===== src/rtl/text_message_deframer_unit_assert.svh =====
// ----------------------------------------------------------------------------
// text message deframer assertion macros
// Shorthand for the clocked, reset-qualified checks used in the deframer.
// ----------------------------------------------------------------------------
`ifndef TEXT_MESSAGE_DEFRAMER_UNIT_ASSERT_SVH
`define TEXT_MESSAGE_DEFRAMER_UNIT_ASSERT_SVH

// same-cycle implication, checked outside reset
`define TMD_ASSERT_NOW(label, clk, rst_n, ante, cons, msg) \
    label: assert property (@(posedge clk) disable iff (!(rst_n)) (ante) |-> (cons)) \
        else $error(msg);

// next-cycle implication, checked outside reset
`define TMD_ASSERT_NEXT(label, clk, rst_n, ante, cons, msg) \
    label: assert property (@(posedge clk) disable iff (!(rst_n)) (ante) |=> (cons)) \
        else $error(msg);

`endif


===== src/rtl/tmd_pkg.sv =====
// ----------------------------------------------------------------------------
// tmd_pkg
// Types, constants and character helpers for the text message deframer.
// ----------------------------------------------------------------------------
package tmd_pkg;

    // header layout
    localparam int HDR_BYTES  = 8;
    localparam int TYPE_BYTES = 4;
    localparam int LEN_W      = 16;
    localparam int HDR_W      = 8 * HDR_BYTES;
    localparam int TYPE_W     = 8 * TYPE_BYTES;
    localparam int HDR_CNT_W  = $clog2(HDR_BYTES);

    // input beat action
    typedef enum logic {
        ACT_BYTE  = 1'b0,
        ACT_FLUSH = 1'b1
    } t_action;

    // result kind
    typedef enum logic [1:0] {
        KIND_HEADER  = 2'd0,
        KIND_PAYLOAD = 2'd1,
        KIND_ERROR   = 2'd2
    } t_kind;

    typedef struct packed {
        t_action    action;
        logic [7:0] byte_value;
    } t_in_beat;

    typedef struct packed {
        t_kind              kind;
        logic [TYPE_W-1:0]  msg_type;
        logic [LEN_W-1:0]   msg_length;
        logic [7:0]         payload_byte;
        logic               last;
    } t_out_beat;

    // whitespace set stripped around the length field
    function automatic logic is_space(input logic [7:0] c);
        return ((c >= 8'h09) && (c <= 8'h0D)) || (c == 8'h20) || (c == 8'h85) ||
               (c == 8'hA0);
    endfunction

    // hex digit decode: {valid, value}
    function automatic logic [4:0] hex_digit(input logic [7:0] c);
        logic [7:0] d;
        d = 8'h00;
        if ((c >= "0") && (c <= "9")) begin
            d = c - 8'h30;
            return {1'b1, d[3:0]};
        end
        if ((c >= "a") && (c <= "f")) begin
            d = c - 8'h57;
            return {1'b1, d[3:0]};
        end
        if ((c >= "A") && (c <= "F")) begin
            d = c - 8'h37;
            return {1'b1, d[3:0]};
        end
        return 5'b0_0000;
    endfunction

endpackage


===== src/rtl/tmd_if.sv =====
// ----------------------------------------------------------------------------
// tmd stream interfaces
// Valid/ready channels for stream input beats and deframed result beats.
// ----------------------------------------------------------------------------
interface tmd_in_if import tmd_pkg::*; ();
    logic     valid;
    logic     ready;
    t_in_beat data;

    modport source (output valid, output data, input ready);
    modport sink   (input valid, input data, output ready);
endinterface

interface tmd_out_if import tmd_pkg::*; ();
    logic      valid;
    logic      ready;
    t_out_beat data;

    modport source (output valid, output data, input ready);
    modport sink   (input valid, input data, output ready);
endinterface


===== src/rtl/text_message_deframer_unit.sv =====
// ----------------------------------------------------------------------------
// text_message_deframer_unit
// Splits a byte stream into messages of 4 type bytes, a 4-character hex
// length field and that many payload bytes.
// ----------------------------------------------------------------------------
// Takes one stream byte or flush per clock. Each accepted beat updates the
// header shift register, byte counter and payload countdown in the same
// cycle, and any result is registered into the output register, or into a
// skid register behind it while the output is stalled. The input stalls
// only while both registers are full. The eighth header byte produces a
// header or header-error result; every payload byte produces a payload
// result, the final one marked last.
module text_message_deframer_unit
    import tmd_pkg::*;
(
    input  logic          i_clk,
    input  logic          i_rst_n,
    tmd_in_if.sink        i_in,
    tmd_out_if.source     o_out
);

    typedef enum logic [1:0] {
        ST_HEADER  = 2'b01,
        ST_PAYLOAD = 2'b10
    } t_state;

    t_state                 r_state, n_state;
    logic [HDR_CNT_W-1:0]   r_hdr_cnt, n_hdr_cnt;
    logic [HDR_W-1:0]       r_hdr, n_hdr;
    logic [LEN_W-1:0]       r_rem, n_rem;
    t_out_beat              r_out, n_out;
    logic                   r_out_valid, n_out_valid;
    t_out_beat              r_skid, n_skid;
    logic                   r_skid_valid, n_skid_valid;

    logic                   in_fire;
    logic                   out_fire;
    logic [HDR_W-1:0]       hdr_full;
    logic                   len_ok;
    logic [LEN_W-1:0]       len_val;
    t_out_beat              res;
    logic                   res_valid;

    // handshakes
    assign i_in.ready  = !r_skid_valid;
    assign in_fire     = i_in.valid && !r_skid_valid;
    assign out_fire    = r_out_valid && o_out.ready;
    assign o_out.valid = r_out_valid;
    assign o_out.data  = r_out;

    // header with the incoming byte shifted in
    assign hdr_full = {r_hdr[HDR_W-9:0], i_in.data.byte_value};

    // length field decode: strip outer whitespace, rest must be hex
    always_comb begin
        logic [7:0]            ch   [TYPE_BYTES];
        logic [TYPE_BYTES-1:0] sp;
        logic [TYPE_BYTES-1:0] hx;
        logic [3:0]            dg   [TYPE_BYTES];
        logic [TYPE_BYTES-1:0] lead;
        logic [TYPE_BYTES-1:0] trail;
        logic [4:0]            hd;
        for (int i = 0; i < TYPE_BYTES; i++) begin
            ch[i] = hdr_full[8*(TYPE_BYTES-1-i) +: 8];
            sp[i] = is_space(ch[i]);
            hd    = hex_digit(ch[i]);
            hx[i] = hd[4];
            dg[i] = hd[3:0];
        end
        lead[0] = sp[0];
        for (int i = 1; i < TYPE_BYTES; i++) begin
            lead[i] = lead[i-1] && sp[i];
        end
        trail[TYPE_BYTES-1] = sp[TYPE_BYTES-1];
        for (int i = TYPE_BYTES - 2; i >= 0; i--) begin
            trail[i] = trail[i+1] && sp[i];
        end
        len_ok = !lead[TYPE_BYTES-1];
        for (int i = 0; i < TYPE_BYTES; i++) begin
            len_ok = len_ok && (hx[i] || lead[i] || trail[i]);
        end
        len_val = '0;
        for (int i = 0; i < TYPE_BYTES; i++) begin
            if (!sp[i]) begin
                len_val = {len_val[LEN_W-5:0], dg[i]};
            end
        end
    end

    // parse state and result for the accepted beat
    always_comb begin
        n_state   = r_state;
        n_hdr_cnt = r_hdr_cnt;
        n_hdr     = r_hdr;
        n_rem     = r_rem;
        res_valid = 1'b0;
        res       = '{kind: KIND_HEADER, msg_type: '0, msg_length: '0,
                      payload_byte: '0, last: 1'b0};
        if (in_fire) begin
            if (i_in.data.action == ACT_FLUSH) begin
                n_state   = ST_HEADER;
                n_hdr_cnt = '0;
                n_rem     = '0;
            end else begin
                unique case (r_state)
                    ST_PAYLOAD: begin
                        n_rem            = r_rem - 1'b1;
                        res_valid        = 1'b1;
                        res.kind         = KIND_PAYLOAD;
                        res.msg_type     = r_hdr[HDR_W-1 -: TYPE_W];
                        res.msg_length   = r_hdr[LEN_W-1:0];
                        res.payload_byte = i_in.data.byte_value;
                        res.last         = (r_rem == LEN_W'(1));
                        if (r_rem == LEN_W'(1)) begin
                            n_state   = ST_HEADER;
                            n_hdr_cnt = '0;
                        end
                    end
                    ST_HEADER: begin
                        n_hdr     = hdr_full;
                        n_hdr_cnt = r_hdr_cnt + 1'b1;
                        if (r_hdr_cnt == HDR_CNT_W'(HDR_BYTES - 1)) begin
                            res_valid    = 1'b1;
                            res.msg_type = hdr_full[HDR_W-1 -: TYPE_W];
                            if (len_ok) begin
                                res.kind       = KIND_HEADER;
                                res.msg_length = len_val;
                                res.last       = (len_val == '0);
                                n_hdr[TYPE_W-1:0] = TYPE_W'(len_val);
                                if (len_val != '0) begin
                                    n_state = ST_PAYLOAD;
                                    n_rem   = len_val;
                                end
                            end else begin
                                res.kind = KIND_ERROR;
                                n_hdr    = '0;
                            end
                        end
                    end
                    default: begin
                        n_state = ST_HEADER;
                    end
                endcase
            end
        end
    end

    // output register with skid slot
    always_comb begin
        n_out        = r_out;
        n_out_valid  = r_out_valid;
        n_skid       = r_skid;
        n_skid_valid = r_skid_valid;
        if (r_skid_valid) begin
            if (out_fire) begin
                n_out        = r_skid;
                n_skid_valid = 1'b0;
            end
        end else if (res_valid) begin
            if (!r_out_valid || out_fire) begin
                n_out       = res;
                n_out_valid = 1'b1;
            end else begin
                n_skid       = res;
                n_skid_valid = 1'b1;
            end
        end else if (out_fire) begin
            n_out_valid = 1'b0;
        end
    end

    // control registers
    always_ff @(posedge i_clk) begin
        if (!i_rst_n) begin
            r_state      <= ST_HEADER;
            r_hdr_cnt    <= '0;
            r_rem        <= '0;
            r_out_valid  <= 1'b0;
            r_skid_valid <= 1'b0;
        end else begin
            r_state      <= n_state;
            r_hdr_cnt    <= n_hdr_cnt;
            r_rem        <= n_rem;
            r_out_valid  <= n_out_valid;
            r_skid_valid <= n_skid_valid;
        end
    end

    // payload registers
    always_ff @(posedge i_clk) begin
        r_hdr  <= n_hdr;
        r_out  <= n_out;
        r_skid <= n_skid;
    end

`include "text_message_deframer_unit_assert.svh"

    // skid slot only fills behind a held output beat
    `TMD_ASSERT_NOW(a_skid_behind_out, i_clk, i_rst_n, r_skid_valid, r_out_valid, "skid without output beat")

    // payload phase always has bytes due and a cleared header count
    `TMD_ASSERT_NOW(a_payload_rem, i_clk, i_rst_n, r_state == ST_PAYLOAD, (r_rem != '0) && (r_hdr_cnt == '0), "payload phase with no bytes due")

    // final payload byte returns to header collection
    `TMD_ASSERT_NEXT(a_last_to_header, i_clk, i_rst_n, in_fire && (i_in.data.action == ACT_BYTE) && (r_state == ST_PAYLOAD) && (r_rem == LEN_W'(1)), (r_state == ST_HEADER) && (r_hdr_cnt == '0), "last payload byte did not end message")

endmodule


===== src/flat_wrapper.sv =====
// flat-port wrapper written by rule: the top's interface ports become plain ports
module text_message_deframer_unit_flat import tmd_pkg::*;
  (i_clk, i_rst_n, i_in_valid, i_in_data, i_in_ready, o_out_valid, o_out_data, o_out_ready);
  tmd_in_if i_in_i ();
  tmd_out_if o_out_i ();
  input  logic i_clk;
  input  logic i_rst_n;
  input wire logic [$bits(i_in_i.valid)-1:0] i_in_valid;
  input wire logic [$bits(i_in_i.data)-1:0] i_in_data;
  output wire logic [$bits(i_in_i.ready)-1:0] i_in_ready;
  output wire logic [$bits(o_out_i.valid)-1:0] o_out_valid;
  output wire logic [$bits(o_out_i.data)-1:0] o_out_data;
  input wire logic [$bits(o_out_i.ready)-1:0] o_out_ready;
  assign i_in_i.valid = i_in_valid;
  assign i_in_i.data = i_in_data;
  assign i_in_ready = i_in_i.ready;
  assign o_out_valid = o_out_i.valid;
  assign o_out_data = o_out_i.data;
  assign o_out_i.ready = o_out_ready;
  text_message_deframer_unit u_core (.i_clk(i_clk), .i_rst_n(i_rst_n), .i_in(i_in_i), .o_out(o_out_i));
endmodule

===== config.mk =====
export PLATFORM = sky130hd
export DESIGN_NAME = text_message_deframer_unit_flat
export DESIGN_NICKNAME = d
export VERILOG_FILES = /design/src/rtl/tmd_pkg.sv /design/src/rtl/tmd_if.sv /design/src/rtl/text_message_deframer_unit.sv /design/src/flat_wrapper.sv
export VERILOG_INCLUDE_DIRS = /design/src /design/src/rtl
export SDC_FILE = /design/constraint.sdc
export NUM_CORES = 1
export LEC_CHECK = 0
export CORE_MARGIN = 2
export CORE_UTILIZATION = 25
export CTS_CLUSTER_DIAMETER = 40
export DETAILED_ROUTE_END_ITERATION = 12
export DONT_BUFFER_PORTS = 1
export SLEW_MARGIN = 20
export SYNTH_ARGS = -nofsm -noshare
export SYNTH_HDL_FRONTEND = slang
export SYNTH_SLANG_ARGS = --single-unit

===== constraint.sdc =====
create_clock -name i_clk -period 24.1 [get_ports i_clk]
set_input_delay 4.82 -clock i_clk [delete_from_list [all_inputs] [get_ports i_clk]]
set_output_delay 4.82 -clock i_clk [all_outputs]
set_load 0.02 [all_outputs]

### After elaboration in Yosys (flattened, before gate mapping)

Index checks and enable logic that the tools add are counted.

| storage, ports and cells | value |
|---|---|
| flip-flop bits (word level) | 205 |
| input bits | 13 |
| output and inout bits | 61 |
| word-level logic and storage cells | 246 |

| cells by class | value |
|---|---|
| add/sub/neg operators | 14 |
| $lt $le $gt $ge | 32 |
| equality and inequality tests | 22 |
| multiplexer cells | 94 |
| bitwise logic cells | 3 |
| reductions and logical operators | 65 |

Operators by type and width:

| cell | count |
|---|---|
| 59-bit 2-to-1 mux | 6 |
| 5-bit 2-to-1 mux | 24 |
| 16-bit 2-to-1 mux | 7 |
| 50-bit one-hot mux with 2 select lines | 1 |
| 8-bit == test (second input constant) | 8 |
| 8-bit by 7-bit greater-or-equal comparator with 1-bit output (second input constant) | 8 |
| 8-bit by 7-bit <= comparator with 1-bit output (second input constant) | 8 |
| 64-bit 2-to-1 mux | 1 |
| 50-bit 2-to-1 mux | 1 |
| 1-bit 2-to-1 mux | 36 |
| 8-bit by 6-bit == test with 1-bit output (second input constant) | 4 |
| 8-bit by 4-bit greater-or-equal comparator with 1-bit output (second input constant) | 4 |
| 8-bit by 6-bit greater-or-equal comparator with 1-bit output (second input constant) | 4 |
| 8-bit by 4-bit <= comparator with 1-bit output (second input constant) | 4 |
| 8-bit by 6-bit <= comparator with 1-bit output (second input constant) | 4 |
| 32-bit 2-to-1 mux | 1 |
| 16-bit one-hot mux with 2 select lines | 1 |
| 4-bit by 3-bit subtractor with 4-bit output (second input constant) | 8 |
| 1-bit logical AND | 28 |
| 1-bit logical OR | 21 |
| 16-bit by 1-bit == test with 1-bit output (second input constant) | 1 |
| 16-bit logical NOT | 1 |
| 8-bit 2-to-1 mux | 2 |
| 16-bit nonzero test | 1 |
| 21 further kinds | 46 |

### Logic depth before layout (Yosys ltp)

| depth | value |
|---|---|
| word-level depth | 23 |
| depth in mapped cells | 14 |

### Worst setup path before layout

No wires, ideal clock.

| timing path | value |
|---|---|
| kind | in2reg |
| from | in i_in_data[8] |
| to | reg u_core.r_skid[0] (netlist bit), enable pin |
| library setup time | 0.562 ns |
| arrival | 10.570 ns |
| data required time | 23.538 ns |
| setup slack | 12.968 ns |
| stages | 6 |
| cell sequence | nand2b_1 -> clkbuf_1 -> nor4_1 -> clkbuf_1 -> nor2_1 -> nor3b_1 |

| between the ends | value |
|---|---|
| word-level cells in the longest chain between the ends | 3 |

RTL lines:

| element | line | source |
|---|---|---|
| start, declared | flat_wrapper.sv:9 | `input wire logic [$bits(i_in_i.data)-1:0] i_in_data;` |
| 1-bit 2-to-1 mux | text_message_deframer_unit.sv:100 | `if (i_in.data.action == ACT_FLUSH) begin` |
| 1-bit 2-to-1 mux | text_message_deframer_unit.sv:99 | `if (in_fire) begin` |
| 3-bit AND reduction (no source line) | -- |  |
| end signal, assigned | text_message_deframer_unit.sv:193 | `r_skid <= n_skid;` |
| end, declared | text_message_deframer_unit.sv:33 | `t_out_beat r_skid, n_skid;` |

Every way passes these cells.
A chain may end at the register's enable or synchronous reset.

### Worst setup path after layout

| timing path | value |
|---|---|
| from | in i_in_data[0] |
| to | reg u_core.r_rem[2] |

| between the ends | value |
|---|---|
| word-level cells in the longest chain between the ends | 15 |

RTL lines:

| element | line | source |
|---|---|---|
| parallel branches: the longest is 15 deep, another holds 8-bit by 7-bit greater-or-equal comparator with 1-bit output | -- |  |
| end signal, assigned | text_message_deframer_unit.sv:183 | `r_rem <= n_rem;` |
| end, declared | text_message_deframer_unit.sv:30 | `logic [LEN_W-1:0] r_rem, n_rem;` |

Parallel ways; which one is timed is not known. The select of a mux whose other input is x is not followed.

==> flow_summary.ini <==
[clocking]
clockRootBuffer = clkbuf_16
cts_setup_buffers = 0
post_cts_resized = 0
cts.sinks = 205
cts.clk_slew.worst_paths_ns = 0.05
htreeDepth = 1
cts_buffers = 28
cts_max_path_buffers = 3
cts_hold_buf = 0
clkLatencyLatePin_ns = 0.54
cts_tree = done

[global_route]
groute.usage.overall_pct = 11.6
overflow = 0
busiest_layer = met2
grtUsageMet2_pct = 18.9
antenna_found_initial = 0
grt_pass1_wl_mm = 39.3
grt_util_met1_pct = 15.5
first_global_vias = 6928
met3_usage_pct = 2.38
grt_max_degree = 65

[layout]
areaGrowthSynthToFinish_pct = 15.0
diodes = 0
drive_gt1_share_pct = 9.25
nets = 910

[placed_design]
gp_congestion = 0.833
place_ws_ns = 15.40
post-dp-hpwl_mm = 16.9
port_buffers = 0

[routing]
drtPass1Iterations = 5
drt-vias-per-instance = 4.91
drc = 0
drt_iter0_drc = 560
drt_wl_total_mm = 24.9
wire_per_inst_um = 17.5
ant_nets = 0
via_count = 6982

[yosys]
ys_seq_elements = 205
yosysWarnings = 0
synth_compound_area_share_pct = 18.9
synth.most_common_cell = edfxtp_1
syn-instance-count = 883
synth_xor_area_share_pct = 1.03
synth-edff-count = 182
synth_cell_types = 79
synth_largest_area_cell = edfxtp_1
synth_top_family_by_area = compound AO/OA/AOI/OAI gates
yosysSeqAreaShare_pct = 58.3
synthAdderAreaFrac_pct = 2.71
synth_area_leaders = edfxtp_1 (54%), dfxtp_1 (4.5%), a22o_1 (4.2%)
yosys.area_share.simple_pct = 13.6
syn_area_per_cell_um2 = 11.5
synth_ff_type = edfxtp_1
syn-cell-area_um2 = 10200
synth_common_cells = edfxtp_1 (182), inv_1 (64), a21oi_1 (63), a22o_1 (49)
synthArstFlopShare_pct = 0
syn-num-nets = 918
synth.mux.area_fraction_pct = 1.08
netlist.area_leader.share_pct = 53.8

[flow_run]
cap_violations = 0

[sta]
clock.fmax_mhz = 123
finalCriticalPeriod_ns = 8.14
slew-limit-headroom_pct = 36.6
fin_ws_ns = 15.96
setup_viol = 0
slew_violations = 0
fin_crit_sh_pct = 33.8
clock_skew_ns = 0.0217
timing.setup.tns_ns = 0
rsz0062_at_grt = false
tightest_slew_ns = 0.939
hold_violations = 0

[power]
power.leakage_nw = 4.53
ir_worst_vdd_uv = 44.8
total_power_mw = 0.849
power_density_nw_per_um2 = 72.6

[worst_setup_path]
worst_setup_path_start_kind = input port
cp-end-kind = flop
rrSetupSlack_ns = 19.68
crit_path_max_fanout = 14
crit_arrival_ns = 8.54
worstSetupPathType = in -> reg
worst-endpoint-required_ns = 24.49

[die]
dieWidth_um = 206
initial_core_util_pct = 25.5
die_area_um2 = 42300
num_rows = 73
core_region_area_um2 = 39900
ioPinCount = 74
fp.dieH_um = 206

[min_path]
min_path_type = reg -> reg

[outcome]
outcome = finished, final reports clean
kinds of logic (layout without fill, tap and decap cells):
kind of cell | after synthesis | after routing
DFF | 205 | 205
adders and majority gates | 22 | 22
xor gates and xnor gates | 12 | 12
muxes | 11 | 11
buffers and inverters | 112 | 126
and+or+nand+nor | 254 | 254
AOI/OAI and AO/OA | 267 | 267
area by class of cell:
class                      instances  area, um2
sequential                       205       5930
timing repair buffer              10       75.1
multi-input combinational        566       3820
inverter                          64        240
clock inverter                    17        229
clock buffer                      35        748
tap                              525        657
fill                            4006      28200
worst max-delay path: stages:
cell      delay (ns)
inv_1           0.10
ha_1            0.25
xnor2_1         0.13
o21ai_0         0.13
a2111o_2        0.63
xnor2_1         0.22
a221o_1         0.43
or4_4           0.56
o31ai_4         0.38
and2_1          0.66
o32ai_1         0.20
layout by cell type (no fill, tap or decap), types with 3 or more instances in the layout:
| master | instances |
|---|---|
| o22ai_1 | 5 |
| o31ai_2 | 4 |
| o21bai_1 | 6 |
| o31ai_1 | 7 |
| or3_1 | 3 |
| dfxtp_1 | 22 |
| inv_6 | 7 |
| nor4b_1 | 5 |
| a22o_1 | 49 |
| edfxtp_1 | 182 |
| nor4_1 | 5 |
| clkbuf_1 | 6 |
| inv_1 | 64 |
| a22oi_1 | 8 |
| bufinv_16 | 4 |
| nor3b_1 | 3 |
| xnor2_1 | 10 |
| nand3_1 | 24 |
| nand2b_1 | 6 |
| o21ai_0 | 38 |
| nor2b_1 | 17 |
| or2_2 | 3 |
| o211ai_1 | 4 |
| ha_1 | 22 |
| a31oi_1 | 3 |
| nand3b_1 | 3 |
| buf_4 | 10 |
| a21o_1 | 33 |
| nor3_1 | 23 |
| nor2_1 | 45 |
| mux2i_1 | 11 |
| clkbuf_16 | 29 |
| a221o_1 | 3 |
| nand2_1 | 46 |
| a21boi_0 | 7 |
| and2_1 | 38 |
| nand4_1 | 8 |
| a21oi_1 | 63 |
| and3_1 | 3 |
registers in the layout, indices dropped and copies added (netlist names):
signal / cells
u_core.r_hdr: 64
u_core.r_skid_valid: 1
u_core.o_out.valid: 1
u_core.r_rem: 16
u_core.r_skid: 59
u_core.r_state: 2
u_core.o_out.data: 59
u_core.r_hdr_cnt: 3
worst paths after layout:
path                   start              end  cells after the start
max             i_in_data[0]  u_core.r_rem[2]                     11
min          u_core.r_rem[7]  u_core.r_rem[7]                      2
max reg2reg  u_core.r_hdr[0]  u_core.r_rem[2]                     11
min reg2reg  u_core.r_rem[7]  u_core.r_rem[7]                      2
stage by stage:
stage	cells	utilization (%)	hold slack (ns)	cell area, um2
floorplan	883	-	0.451	10200
global placement	1370	26.8	0.464	10700
detailed placement	1370	26.8	0.480	10700
CTS	1422	29.3	0.488	11700
global route	1422	29.3	0.515	11700
finish	1422	29.3	0.481	11700
power breakdown:
group          switching (mW)  internal (mW)  leakage (nW)  total (mW)
sequential            0.00483          0.388          1.92       0.393
clock                   0.162          0.267         0.473       0.429
combinational          0.0170        0.00952          2.14      0.0265
metal layers:
metal / vias up / share of wire [%]
met2: 225 / 47
met1: 3407 / 44
li1: 3307 / -
met3: 43 / 6.6
met4: 0 / 2.3
met5: - / 0
(Power assumes the default switching activity.)
